[config.mk]
export PLATFORM = sky130hd
export DESIGN_NAME = deque_with_value_delete_unit
export DESIGN_NICKNAME = d
export VERILOG_FILES = /design/src/design/deq_pkg.sv /design/src/design/deq_ram.sv /design/src/design/deq_slot_unit.sv /design/src/design/deq_seq.sv /design/src/design/deque_with_value_delete_unit.sv
export SDC_FILE = /design/constraint.sdc
export NUM_CORES = 1
export LEC_CHECK = 0
export ABC_AREA = 0
export BUFFER_PORTS_ARGS = -buffer_cell sky130_fd_sc_hd__buf_4
export CORE_ASPECT_RATIO = 0.75
export CORE_MARGIN = 4
export CORE_UTILIZATION = 47
export CTS_CLUSTER_SIZE = 30
export DETAILED_ROUTE_END_ITERATION = 12
export PLACE_DENSITY = 0.59
export SETUP_SLACK_MARGIN = 0.5
export SLEW_MARGIN = 20
export SYNTH_ARGS = -nofsm -noshare
export SYNTH_HDL_FRONTEND = slang
export SYNTH_HIERARCHICAL = 1
export SYNTH_SLANG_ARGS = --single-unit
export TNS_END_PERCENT = 50
[constraint.sdc]
create_clock -name clk -period 7.65 [get_ports clk]
set_input_delay 1.53 -clock clk [delete_from_list [all_inputs] [get_ports clk]]
set_output_delay 1.53 -clock clk [all_outputs]
set_load 0.01 [all_outputs]
[src/design/deq_pkg.sv]
// ============================================================================
// deq_pkg: shared types and constants for the deque with delete by value
// Operation codes, result status codes, the default queue depth and the word width.
// ============================================================================
package deq_pkg;

  // Default number of entries the queue holds
  localparam int DEPTH_DEFAULT = 16;

  // Word width of one queue entry
  localparam int WORD_W = 32;

  // Operation codes carried by a command transaction
  typedef enum logic [2:0] {
    OP_PUSH_BACK  = 3'd0,
    OP_POP_FRONT  = 3'd1,
    OP_PUSH_FRONT = 3'd2,
    OP_POP_BACK   = 3'd3,
    OP_DELETE     = 3'd4,
    OP_COUNT      = 3'd5
  } op_t;

  // Status codes returned with each result transaction
  typedef enum logic [1:0] {
    ST_OK       = 2'd0,
    ST_EMPTY    = 2'd1,
    ST_FULL     = 2'd2,
    ST_NOTFOUND = 2'd3
  } status_t;

endpackage

[src/design/deq_ram.sv]
// ============================================================================
// deq_ram: generic single-write, single-read RAM
// One write port and one read port, read data registered. No reset.
// ============================================================================
module deq_ram #(
  parameter int WIDTH = 32,
  parameter int DEPTH = 16
) (
  input  logic                     clk,
  input  logic                     we,
  input  logic [$clog2(DEPTH)-1:0] waddr,
  input  logic [WIDTH-1:0]         wdata,
  input  logic [$clog2(DEPTH)-1:0] raddr,
  output logic [WIDTH-1:0]         rdata
);

  logic [WIDTH-1:0] mem [DEPTH];

  // Write on enable, read every cycle into the output register
  always_ff @(posedge clk) begin
    if (we) begin
      mem[waddr] <= wdata;
    end
    rdata <= mem[raddr];
  end

endmodule

[src/design/deq_slot_unit.sv]
// ============================================================================
// deq_slot_unit: circular slot address unit
// Adds an offset to the head index and wraps the sum into the store depth.
// Shared by every access the sequencer makes to the entry RAM.
// ============================================================================
module deq_slot_unit #(
  parameter int DEPTH = 16
) (
  input  logic [$clog2(DEPTH)-1:0] head,
  input  logic [$clog2(DEPTH)-1:0] offset,
  output logic [$clog2(DEPTH)-1:0] slot
);

  localparam int AW = $clog2(DEPTH);

  logic [AW:0] sum;
  logic [AW:0] wrapped;

  // Add, then fold back once when the sum passes the end of the store
  always_comb begin
    sum     = {1'b0, head} + {1'b0, offset};
    wrapped = sum - (AW+1)'(DEPTH);
    if (sum >= (AW+1)'(DEPTH)) begin
      slot = wrapped[AW-1:0];
    end else begin
      slot = sum[AW-1:0];
    end
  end

endmodule

[src/design/deq_seq.sv]
// ============================================================================
// deq_seq: command sequencer for the deque
// Holds head and count, steps through push, pop, scan and shift phases,
// and drives the entry RAM through the shared slot address unit.
// ============================================================================
module deq_seq #(
  parameter int DEPTH = 16
) (
  input  logic                         clk,
  input  logic                         rst,
  input  logic                         start,
  input  logic [2:0]                   operation,
  input  logic signed [31:0]           value,
  output logic                         busy,
  output logic                         done,
  output logic [1:0]                   status,
  output logic signed [31:0]           item,
  output logic [$clog2(DEPTH+1)-1:0]   occupancy,
  output logic [$clog2(DEPTH)-1:0]     head,
  output logic [$clog2(DEPTH)-1:0]     offset,
  input  logic [$clog2(DEPTH)-1:0]     slot,
  output logic                         mem_we,
  output logic [31:0]                  mem_wdata,
  input  logic [31:0]                  mem_rdata
);

  localparam int AW = $clog2(DEPTH);
  localparam int CW = $clog2(DEPTH+1);

  typedef enum logic [6:0] {
    S_IDLE     = 7'b0000001,
    S_EXEC     = 7'b0000010,
    S_RD_WAIT  = 7'b0000100,
    S_SCAN_RD  = 7'b0001000,
    S_SCAN_CMP = 7'b0010000,
    S_SHIFT_RD = 7'b0100000,
    S_SHIFT_WR = 7'b1000000
  } state_t;

  state_t             state, state_next;
  deq_pkg::op_t       op_r, op_next;
  logic signed [31:0] val_r, val_next;
  logic [AW-1:0]      head_next;
  logic [CW-1:0]      count, count_next;
  logic [CW-1:0]      idx, idx_next;
  logic               done_next;
  deq_pkg::status_t   status_r, status_next;
  logic signed [31:0] item_r, item_next;

  logic               full;
  logic               empty;
  logic [CW-1:0]      count_dec;
  logic [CW:0]        idx_inc;
  logic [CW:0]        idx_inc2;

  assign full      = (count == CW'(DEPTH));
  assign empty     = (count == '0);
  assign count_dec = count - CW'(1);
  assign idx_inc   = {1'b0, idx} + (CW+1)'(1);
  assign idx_inc2  = {1'b0, idx} + (CW+1)'(2);

  // Sequence one command transaction
  always_comb begin
    state_next  = state;
    op_next     = op_r;
    val_next    = val_r;
    head_next   = head;
    count_next  = count;
    idx_next    = idx;
    done_next   = 1'b0;
    status_next = status_r;
    item_next   = item_r;
    offset      = '0;
    mem_we      = 1'b0;
    mem_wdata   = val_r;

    unique case (state)
      S_IDLE: begin
        if (start) begin
          op_next    = deq_pkg::op_t'(operation);
          val_next   = value;
          state_next = S_EXEC;
        end
      end

      S_EXEC: begin
        unique case (op_r)
          deq_pkg::OP_PUSH_BACK, deq_pkg::OP_PUSH_FRONT: begin
            if (full) begin
              done_next   = 1'b1;
              status_next = deq_pkg::ST_FULL;
              item_next   = '0;
              state_next  = S_IDLE;
            end else begin
              if (op_r == deq_pkg::OP_PUSH_BACK) begin
                offset = count[AW-1:0];
              end else begin
                offset    = AW'(DEPTH - 1);
                head_next = slot;
              end
              mem_we      = 1'b1;
              count_next  = count + CW'(1);
              done_next   = 1'b1;
              status_next = deq_pkg::ST_OK;
              item_next   = val_r;
              state_next  = S_IDLE;
            end
          end

          deq_pkg::OP_POP_FRONT, deq_pkg::OP_POP_BACK, deq_pkg::OP_DELETE: begin
            if (empty) begin
              done_next   = 1'b1;
              status_next = deq_pkg::ST_EMPTY;
              item_next   = '0;
              state_next  = S_IDLE;
            end else if (op_r == deq_pkg::OP_DELETE) begin
              idx_next   = '0;
              state_next = S_SCAN_RD;
            end else begin
              // Present the front or back slot to the RAM read port
              if (op_r == deq_pkg::OP_POP_BACK) begin
                offset = count_dec[AW-1:0];
              end
              state_next = S_RD_WAIT;
            end
          end

          default: begin
            done_next   = 1'b1;
            status_next = deq_pkg::ST_OK;
            item_next   = '0;
            state_next  = S_IDLE;
          end
        endcase
      end

      // Take the popped word, advance head on a front pop
      S_RD_WAIT: begin
        offset = AW'(1);
        if (op_r == deq_pkg::OP_POP_FRONT) begin
          head_next = slot;
        end
        count_next  = count_dec;
        done_next   = 1'b1;
        status_next = deq_pkg::ST_OK;
        item_next   = mem_rdata;
        state_next  = S_IDLE;
      end

      S_SCAN_RD: begin
        offset     = idx[AW-1:0];
        state_next = S_SCAN_CMP;
      end

      // Compare the fetched entry against the search value
      S_SCAN_CMP: begin
        if (mem_rdata == val_r) begin
          if (idx_inc < {1'b0, count}) begin
            state_next = S_SHIFT_RD;
          end else begin
            count_next  = count_dec;
            done_next   = 1'b1;
            status_next = deq_pkg::ST_OK;
            item_next   = val_r;
            state_next  = S_IDLE;
          end
        end else if (idx_inc < {1'b0, count}) begin
          idx_next   = idx_inc[CW-1:0];
          state_next = S_SCAN_RD;
        end else begin
          done_next   = 1'b1;
          status_next = deq_pkg::ST_NOTFOUND;
          item_next   = '0;
          state_next  = S_IDLE;
        end
      end

      S_SHIFT_RD: begin
        offset     = idx_inc[AW-1:0];
        state_next = S_SHIFT_WR;
      end

      // Move the entry behind the gap up by one place
      S_SHIFT_WR: begin
        offset    = idx[AW-1:0];
        mem_we    = 1'b1;
        mem_wdata = mem_rdata;
        if (idx_inc2 < {1'b0, count}) begin
          idx_next   = idx_inc[CW-1:0];
          state_next = S_SHIFT_RD;
        end else begin
          count_next  = count_dec;
          done_next   = 1'b1;
          status_next = deq_pkg::ST_OK;
          item_next   = val_r;
          state_next  = S_IDLE;
        end
      end

      default: begin
        state_next = S_IDLE;
      end
    endcase
  end

  // Control state
  always_ff @(posedge clk) begin
    if (rst) begin
      state <= S_IDLE;
      head  <= '0;
      count <= '0;
      done  <= 1'b0;
    end else begin
      state <= state_next;
      head  <= head_next;
      count <= count_next;
      done  <= done_next;
    end
  end

  // Payload registers
  always_ff @(posedge clk) begin
    op_r     <= op_next;
    val_r    <= val_next;
    idx      <= idx_next;
    status_r <= status_next;
    item_r   <= item_next;
  end

  assign busy      = (state != S_IDLE);
  assign status    = status_r;
  assign item      = item_r;
  assign occupancy = count;

endmodule

[src/design/deque_with_value_delete_unit.sv]
// ============================================================================
// deque_with_value_delete_unit: bounded deque of 32-bit words
// Push and pop at both ends, delete first match by value, report count.
// ============================================================================
// A command is taken when start is high and busy is low; each command gives
// exactly one result, shown for a single cycle with done high, and the
// receiver cannot hold it off. Push and count give their result from the
// execute state, pops from the read-wait state that follows it (from the
// execute state when the queue is empty). Delete by value reads one entry
// at a time through the single read port of the entry RAM, first in a read
// state and a compare state to find the match and then in a read state and
// a write state to move each later entry up one place. busy drops in the
// cycle the result is shown, so the next command may be taken then. The
// word of an entry never written is never used in a result.
module deque_with_value_delete_unit #(
  parameter int DEPTH = deq_pkg::DEPTH_DEFAULT
) (
  input  logic                       clk,
  input  logic                       rst,
  input  logic                       start,
  output logic                       busy,
  input  logic [2:0]                 operation,
  input  logic signed [31:0]         value,
  output logic                       done,
  output logic [1:0]                 status,
  output logic signed [31:0]         item,
  output logic [$clog2(DEPTH+1)-1:0] occupancy
);

  localparam int AW = $clog2(DEPTH);

  logic [AW-1:0] head;
  logic [AW-1:0] offset;
  logic [AW-1:0] slot;
  logic          mem_we;
  logic [31:0]   mem_wdata;
  logic [31:0]   mem_rdata;

  // Sequencer
  deq_seq #(.DEPTH(DEPTH)) u_seq (
    .clk       (clk),
    .rst       (rst),
    .start     (start),
    .operation (operation),
    .value     (value),
    .busy      (busy),
    .done      (done),
    .status    (status),
    .item      (item),
    .occupancy (occupancy),
    .head      (head),
    .offset    (offset),
    .slot      (slot),
    .mem_we    (mem_we),
    .mem_wdata (mem_wdata),
    .mem_rdata (mem_rdata)
  );

  // Shared circular address unit
  deq_slot_unit #(.DEPTH(DEPTH)) u_slot (
    .head   (head),
    .offset (offset),
    .slot   (slot)
  );

  // Entry store
  deq_ram #(.WIDTH(deq_pkg::WORD_W), .DEPTH(DEPTH)) u_ram (
    .clk   (clk),
    .we    (mem_we),
    .waddr (slot),
    .wdata (mem_wdata),
    .raddr (slot),
    .rdata (mem_rdata)
  );

endmodule

==> results.py, run 1 <==
metrics = {
    "pwr": {
        "swShare": 0.210,
        "seqPwrFrac": 0.566,
        "switchingPower_uw": 1440,
        "peakVddDrop_v": 0.000185,
        "intPower_uw": 5430,
        "p_leak_uw": 0.00902,
        "power_density_nw_per_um2": 243,
        "combPwrFrac": 0.037,
        "p_clk_frac": 0.398,
    },
    "yosys": {
        "synth_nets": 1313,
        "synth-seq-cells": 635,
        "ys.flop_type": "edfxtp_1",
        "async_flop_share": 0,
        "synth_area_um2": 24800,
        "ys_types": 65,
        "synth_seq_area_share": 0.748,
        "synth_cells": 1258,
        "synth-edff-count": 586,
        "syn_area_per_cell_um2": 19.7,
        "ys_warn_count": 6,
    },
    "timing": {
        "max_slew_margin": 0.205,
        "hold_slack_ns": 0.523,
        "finClkSkew_ns": 0.0199,
        "hold_viol": 0,
        "period_needed_ns": 5.55,
        "tns_ns": 0,
        "slew_violations": 0,
        "tightest_slew_ns": 1.19,
        "rsz0062_at_grt": "no",
        "timing.fmax_ghz": 0.180,
        "min_period_over_period": 0.725,
        "setup_viol": 0,
    },
    "global_route": {
        "grt-ovfl-total": 0,
        "grt_max_degree": 50,
        "grt_pass1_vias": 12589,
        "antenna_found_initial": 0,
        "grt_pass1_wl_um": 87100,
        "track_usage": 0.210,
    },
    "setup_path": {
        "arrival_ns": 5.84,
        "critical_path.endpoint_type": "flop",
        "path_max_fanout": 49,
        "startpoint_type": "flop",
        "required_ns": 7.94,
        "critPathKind": "reg -> reg",
    },
    "outcome": {
        "status": "finished, final reports clean",
    },
    "finish": {
        "syn_to_final_growth_pct": 13.9,
        "final_core_util": 0.545,
        "final_area_um2": 28300,
        "antenna_cells": 0,
        "final_common_cell": "edfxtp_1",
        "final_layout_size_suffix_gt1_frac": 0.272,
        "nets": 1420,
        "fin_cells": 2116,
        "layout_common_cells": "edfxtp_1, mux4_2, buf_4, a22oi_1, clkbuf_16",
    },
    "place": {
        "dpl.cell_count": 2008,
        "port_buffers": 78,
        "gp_congestion": 0.788,
        "dpl-instance-area_um2": 26500,
        "dp_hpwl_um": 35500,
    },
    "clocking": {
        "numCtsBuffers": 57,
        "post_cts_resized": 0,
        "hold_buffers": 0,
        "h-tree-depth": 2,
        "clk_pin_slew_ns": 0.07,
        "worstSkewPairLatency_ns": 0.61,
        "postCtsSetupBuffers": 0,
        "cts_sinks": 635,
        "cts.path.max_buffers": 3,
        "cts_root_buf": "clkbuf_16",
        "tritoncts": "yes",
    },
    "worst_hold_path": {
        "min_path_type": "reg -> reg",
    },
    "flow_run": {
        "drv_cap": 0,
    },
    "route": {
        "drt_first_pass_iters": 5,
        "ant_nets": 0,
        "drt_wl_total_um": 59300,
        "num_vias": 12637,
        "routedWlPerCell_um": 28.0,
        "remaining_drc_errors": 0,
        "viasPerCell": 5.97,
        "drt_iter0_drc": 1217,
    },
    "floorplan": {
        "die_area_um2": 56600,
        "chipWidth_um": 273,
        "io_pins": 79,
        "initial_core_util": 0.479,
        "num_rows": 72,
        "chipHeight_um": 207,
        "core_area_um2": 51900,
    },
}
## path summary, 6_finish.rpt
kind,start,end,slack (ns),cells past startpoint
max,u_seq/occupancy[1],u_ram/mem[3][11],2.10,13
min,u_seq/head[3],u_seq/head[3],0.52,2
max reg2reg,u_seq/occupancy[1],u_ram/mem[3][11],2.10,13
min reg2reg,u_seq/head[3],u_seq/head[3],0.52,2
## logic make-up (layout without fill, tap and decap cells)
kind of cell,after synthesis,in the layout,synth area share
AO/OA/AOI/OAI,155,155,0.0479
flip-flops,635,635,0.748
multiplexers,167,167,0.133
XOR/XNOR,45,45,0.0159
AND/OR/NAND/NOR,162,162,0.0321
adder cells (fa/ha/maj),17,17,0.00886
buffers and inverters,77,232,0.0141
## power by group through the flow
| stage | logic (µW) | clock network (µW) | registers (µW) |
|---|---|---|---|
| after floorplan | 137 | 0 | 3950 |
| after global placement | 254 | 0 | 3960 |
| after detailed placement | 256 | 0 | 3960 |
| after CTS | 257 | 2800 | 3890 |
| after global routing | 274 | 2950 | 3890 |
| final | 253 | 2730 | 3890 |
## cells in the mapped netlist (2+ instances only)
| cell type | n | area share |
|---|---|---|
| nor3_1 | 11 | 0.0022 |
| a22oi_1 | 65 | 0.020 |
| buf_2 | 12 | 0.0024 |
| inv_1 | 13 | 0.0020 |
| or4_1 | 2 | 0.00060 |
| clkbuf_1 | 31 | 0.0047 |
| a2111oi_0 | 2 | 0.00071 |
| a21oi_2 | 2 | 0.00071 |
| nand3b_1 | 2 | 0.00060 |
| or4b_1 | 2 | 0.00081 |
| mux2_2 | 32 | 0.015 |
| nand2b_1 | 3 | 0.00076 |
| nand2_1 | 53 | 0.0080 |
| a21boi_0 | 2 | 0.00060 |
| o21ai_0 | 14 | 0.0028 |
| buf_4 | 10 | 0.0030 |
| xor2_1 | 39 | 0.014 |
| mux2i_1 | 6 | 0.0024 |
| xnor2_1 | 6 | 0.0021 |
| a21oi_1 | 12 | 0.0024 |
| nand3_1 | 11 | 0.0022 |
| or3_1 | 3 | 0.00076 |
| nand4_1 | 2 | 0.00050 |
| edfxtp_1 | 586 | 0.71 |
| o2111ai_1 | 2 | 0.00071 |
| nor4_1 | 9 | 0.0023 |
| nor2b_1 | 4 | 0.0010 |
| buf_1 | 10 | 0.0015 |
| mux4_2 | 128 | 0.12 |
| and2_1 | 4 | 0.0010 |
| and3_1 | 4 | 0.0010 |
| o31ai_1 | 2 | 0.00060 |
| nor3b_1 | 2 | 0.00060 |
| ha_1 | 16 | 0.0081 |
| nor2_1 | 42 | 0.0063 |
| dfxtp_1 | 49 | 0.039 |
| nor4b_1 | 3 | 0.0011 |
| a22o_1 | 32 | 0.011 |
| a21o_1 | 4 | 0.0012 |
## routing by layer
layer | wire (µm) | global-route usage | up-vias
met1 | 27500 | 0.327 | 6787
met4 | 971 | 0.0439 | 0
li1 | - | - | 5390
met3 | 3690 | 0.0360 | 72
met2 | 27100 | 0.316 | 388
met5 | 0 | 0 | -
## flip-flops by register name, indices dropped and copies added, names as in the netlist
register / count
u_seq/item: 32
u_seq/idx: 5
u_seq/op_r: 3
u_seq/head: 4
u_seq/state: 7
u_seq/done: 1
u_seq/status: 2
u_seq/occupancy: 5
u_ram/mem: 512
u_ram/rdata: 32
u_seq/val_r: 32
## worst max-delay path: stages, from the launching register on
cell       delay [ns]
dfxtp_1          0.36
inv_1            0.20
ha_1             0.21
nand4bb_1        0.20
and2_1           0.23
nand2_1          0.18
a21oi_1          0.06
a2111oi_0        0.31
o21ai_0          0.26
ha_4             0.23
fa_4             1.27
nand2_1          0.44
nor2_4           0.84
buf_4            0.40
## per-stage QoR
stage | setup slack [ns] | total power (µW)
4_1_cts | 2.02 | 6950
3_5_place_dp | 2.02 | 4220
5_1_grt | 1.84 | 7120
6_report | 2.10 | 6880
3_3_place_gp | 2.08 | 4220
2_1_floorplan | 1.90 | 4090
## cell type report
| type | count | area, µm² |
|---|---|---|
| fill | 4016 | 23600 |
| sequential | 635 | 18600 |
| multi-input combinational | 546 | 6110 |
| clock buffer | 81 | 1570 |
| timing repair buffer | 112 | 913 |
| tap | 703 | 880 |
| clock inverter | 26 | 198 |
| inverter | 13 | 48.8 |
Power figures use the tool's default switching activity.
==> run 2: changes to the inputs <==
Settings changed: ABC_AREA 0 to 1, PLACE_DENSITY 0.59 to 0.61.
Clock period 7.65 ns to 5.1 ns, I/O delays scaled along.
==> results.py, run 2 <==
metrics = {
    "outcome": {
        "status": "finished, final reports clean",
    },
    "route": {
        "remaining_drc_errors": 0,
        "drt_first_pass_iters": 6,
        "routedWlPerCell_um": 18.5,
        "drt_wl_total_um": 68100,
        "viasPerCell": 5.09,
        "drt_iter0_drc": 1595,
        "num_vias": 18738,
        "ant_nets": 0,
    },
    "setup_path": {
        "arrival_ns": 4.55,
        "r2r_slack_ns": 0.85,
        "critical_path.endpoint_type": "flop",
        "required_ns": 5.40,
        "crit_cells": 13,
        "crit_family": "simple AND/OR/NAND/NOR gates",
        "path_cells": "inv_1 > ha_1 > nand3_2 > nand2_1 > nor2_1 > o21ai_0 > o2111ai_1 > ha_4 > fa_4 > inv_1 > nand2_1 > nor2_4 > buf_12",
        "r2r_start": "u_seq/occupancy[0]",
        "crit_path_max_incr_delay_ns": 0.79,
        "critPathKind": "reg -> reg",
        "slowest_stage": "fa_4",
        "r2r-end": "u_ram/mem[1][29]",
        "startpoint_type": "flop",
        "cp_num_buf_inv": 3,
        "reg2regPathDepth": 13,
        "path_max_fanout": 22,
    },
    "timing": {
        "tns_ns": 0,
        "rsz0062_at_grt": "no",
        "min_period_over_period": 0.832,
        "hold_slack_ns": 0.563,
        "hold_viol": 0,
        "slew_violations": 0,
        "tightest_slew_ns": 1.03,
        "max_slew_margin": 0.307,
        "timing.fmax_ghz": 0.236,
        "setup_viol": 0,
        "finClkSkew_ns": 0.0307,
        "period_needed_ns": 4.25,
    },
    "global_route": {
        "grt-ovfl-total": 0,
        "grt_pass1_wl_um": 105000,
        "antenna_found_initial": 0,
        "grt_max_degree": 140,
        "grt_pass1_vias": 18122,
        "track_usage": 0.211,
    },
    "finish": {
        "top_register": "u_ram/mem",
        "antenna_cells": 0,
        "final_layout_size_suffix_gt1_frac": 0.0927,
        "layout_common_cells": "nand2_1, edfxtp_1, inv_1, nand3_1, buf_4",
        "nets": 2900,
        "largest_register_ffs": 512,
        "final_common_cell": "nand2_1",
        "syn_to_final_growth_pct": 12.0,
    },
    "place": {
        "port_buffers": 78,
        "dp_hpwl_um": 42600,
        "gp_congestion": 0.894,
    },
    "clocking": {
        "numCtsBuffers": 58,
        "tritoncts": "yes",
        "cts.path.max_buffers": 3,
        "h-tree-depth": 2,
        "postCtsSetupBuffers": 0,
        "post_cts_resized": 0,
        "worstSkewPairLatency_ns": 0.63,
        "clk_pin_slew_ns": 0.06,
        "cts_sinks": 635,
        "hold_buffers": 0,
        "cts_root_buf": "clkbuf_16",
    },
    "pwr": {
        "power_density_nw_per_um2": 340,
        "intPower_uw": 8290,
        "switchingPower_uw": 2440,
        "p_clk_frac": 0.388,
        "p_leak_uw": 0.0132,
        "seqPwrFrac": 0.547,
        "swShare": 0.227,
        "peakVddDrop_v": 0.000387,
        "combPwrFrac": 0.066,
    },
    "yosys": {
        "yosysMostFrequentCell": "nand2_1",
        "syn_area_per_cell_um2": 10.1,
        "synth_nets": 2837,
        "ys_types": 42,
        "yosysTopAreaCell": "edfxtp_1",
        "yosys-top-cells-count": "nand2_1, edfxtp_1, inv_1, nand3_1, nor2_1",
        "synth_seq_area_share": 0.659,
        "synth_top_area_share": 0.624,
        "synth-seq-cells": 635,
        "synth_area_um2": 28200,
        "synth-edff-count": 586,
        "synth_cells": 2782,
        "ys.flop_type": "edfxtp_1",
        "netlist_top_cells_area": "edfxtp_1, nand2_1, nand3_1",
        "ys_warn_count": 6,
        "async_flop_share": 0,
    },
    "worst_hold_path": {
        "min_to": "u_seq/state[4]",
        "min_from": "u_seq/state[3]",
        "min_path_type": "reg -> reg",
        "min_path_cells": 2,
    },
    "floorplan": {
        "die_area_um2": 64000,
        "initial_core_util": 0.477,
        "io_pins": 79,
        "num_rows": 77,
        "chipWidth_um": 291,
        "core_area_um2": 59200,
        "chipHeight_um": 220,
    },
    "flow_run": {
        "drv_cap": 0,
    },
}
## run 2: changes by cell type after synthesis, sizes merged, moves of 56 or more
| cell | delta |
|---|---|
| a22oi | -64 |
| buf | +76 |
| inv | +452 |
| mux4 | -128 |
| nand2 | +853 |
| nand3 | +401 |
| nor2 | +56 |
## run 2: cell type report
type	count	area, µm²
tap	790	988
clock inverter	26	205
clock buffer	81	1600
fill	5241	27600
multi-input combinational	1558	7230
timing repair buffer	127	1220
sequential	635	18600
inverter	465	1750
## run 2: tightest hold or removal path: cells and delay by family (launching register included)
family / cells / cell delay (ns)
simple gates: 2 / 0.18
flops: 1 / 0.34
## run 2: per-stage QoR
| step | std cells | cell area, µm² | util | power, µW | worst slack [ns] |
|---|---|---|---|---|---|
| after global placement | 3574 | 29700 | 0.503 | 6660 | 0.984 |
| after floorplan | 2782 | 28200 | - | 6400 | 0.927 |
| final | 3682 | 31600 | 0.534 | 10700 | 0.855 |
| after detailed placement | 3574 | 29700 | 0.503 | 6680 | 0.896 |
| after global routing | 3682 | 31600 | 0.534 | 11100 | 0.605 |
| after CTS | 3681 | 31500 | 0.533 | 10800 | 0.867 |
## run 2: worst max path at each step
stage / start / to / slack (ns)
final: u_seq/occupancy[0] / u_ram/mem[1][29] / 0.85
after global routing: u_seq/occupancy[0] / u_ram/mem[1][29] / 0.60
after CTS: u_seq/occupancy[0] / u_ram/mem[1][29] / 0.87
after detailed placement: u_seq/occupancy[0] / u_ram/mem[12][11] / 0.90
after global placement: u_seq/occupancy[0] / u_ram/mem[8][11] / 0.98
after floorplan: u_seq/occupancy[0] / u_ram/mem[12][0] / 0.93
## run 2: cells by family (layout without fill, tap and decap cells)
| kind of cell | Yosys count | count (layout) | synth area share |
|---|---|---|---|
| simple gates | 1451 | 1451 | 0.221 |
| flops | 635 | 635 | 0.659 |
| buf+inv | 589 | 699 | 0.0911 |
| compound gates | 58 | 58 | 0.0114 |
| xor+xnor | 32 | 32 | 0.00994 |
| fa+ha+maj | 17 | 17 | 0.00781 |
## run 2: power groups by stage
stage                     Combinational (µW)  Sequential, µW  Clock (µW)
after floorplan                          455            5950           0
after global placement                   687            5980           0
after detailed placement                 698            5980           0
after CTS                                700            5870        4260
after global routing                     780            5870        4480
final                                    703            5860        4160
## run 2: metal layers
| metal | up-vias | track usage | wire [µm] |
|---|---|---|---|
| met1 | 9025 | 0.298 | 31100 |
| met3 | 92 | 0.0351 | 4050 |
| met2 | 523 | 0.343 | 31300 |
| met5 | - | 0 | 0 |
| li1 | 9098 | - | - |
| met4 | 0 | 0.0602 | 1670 |
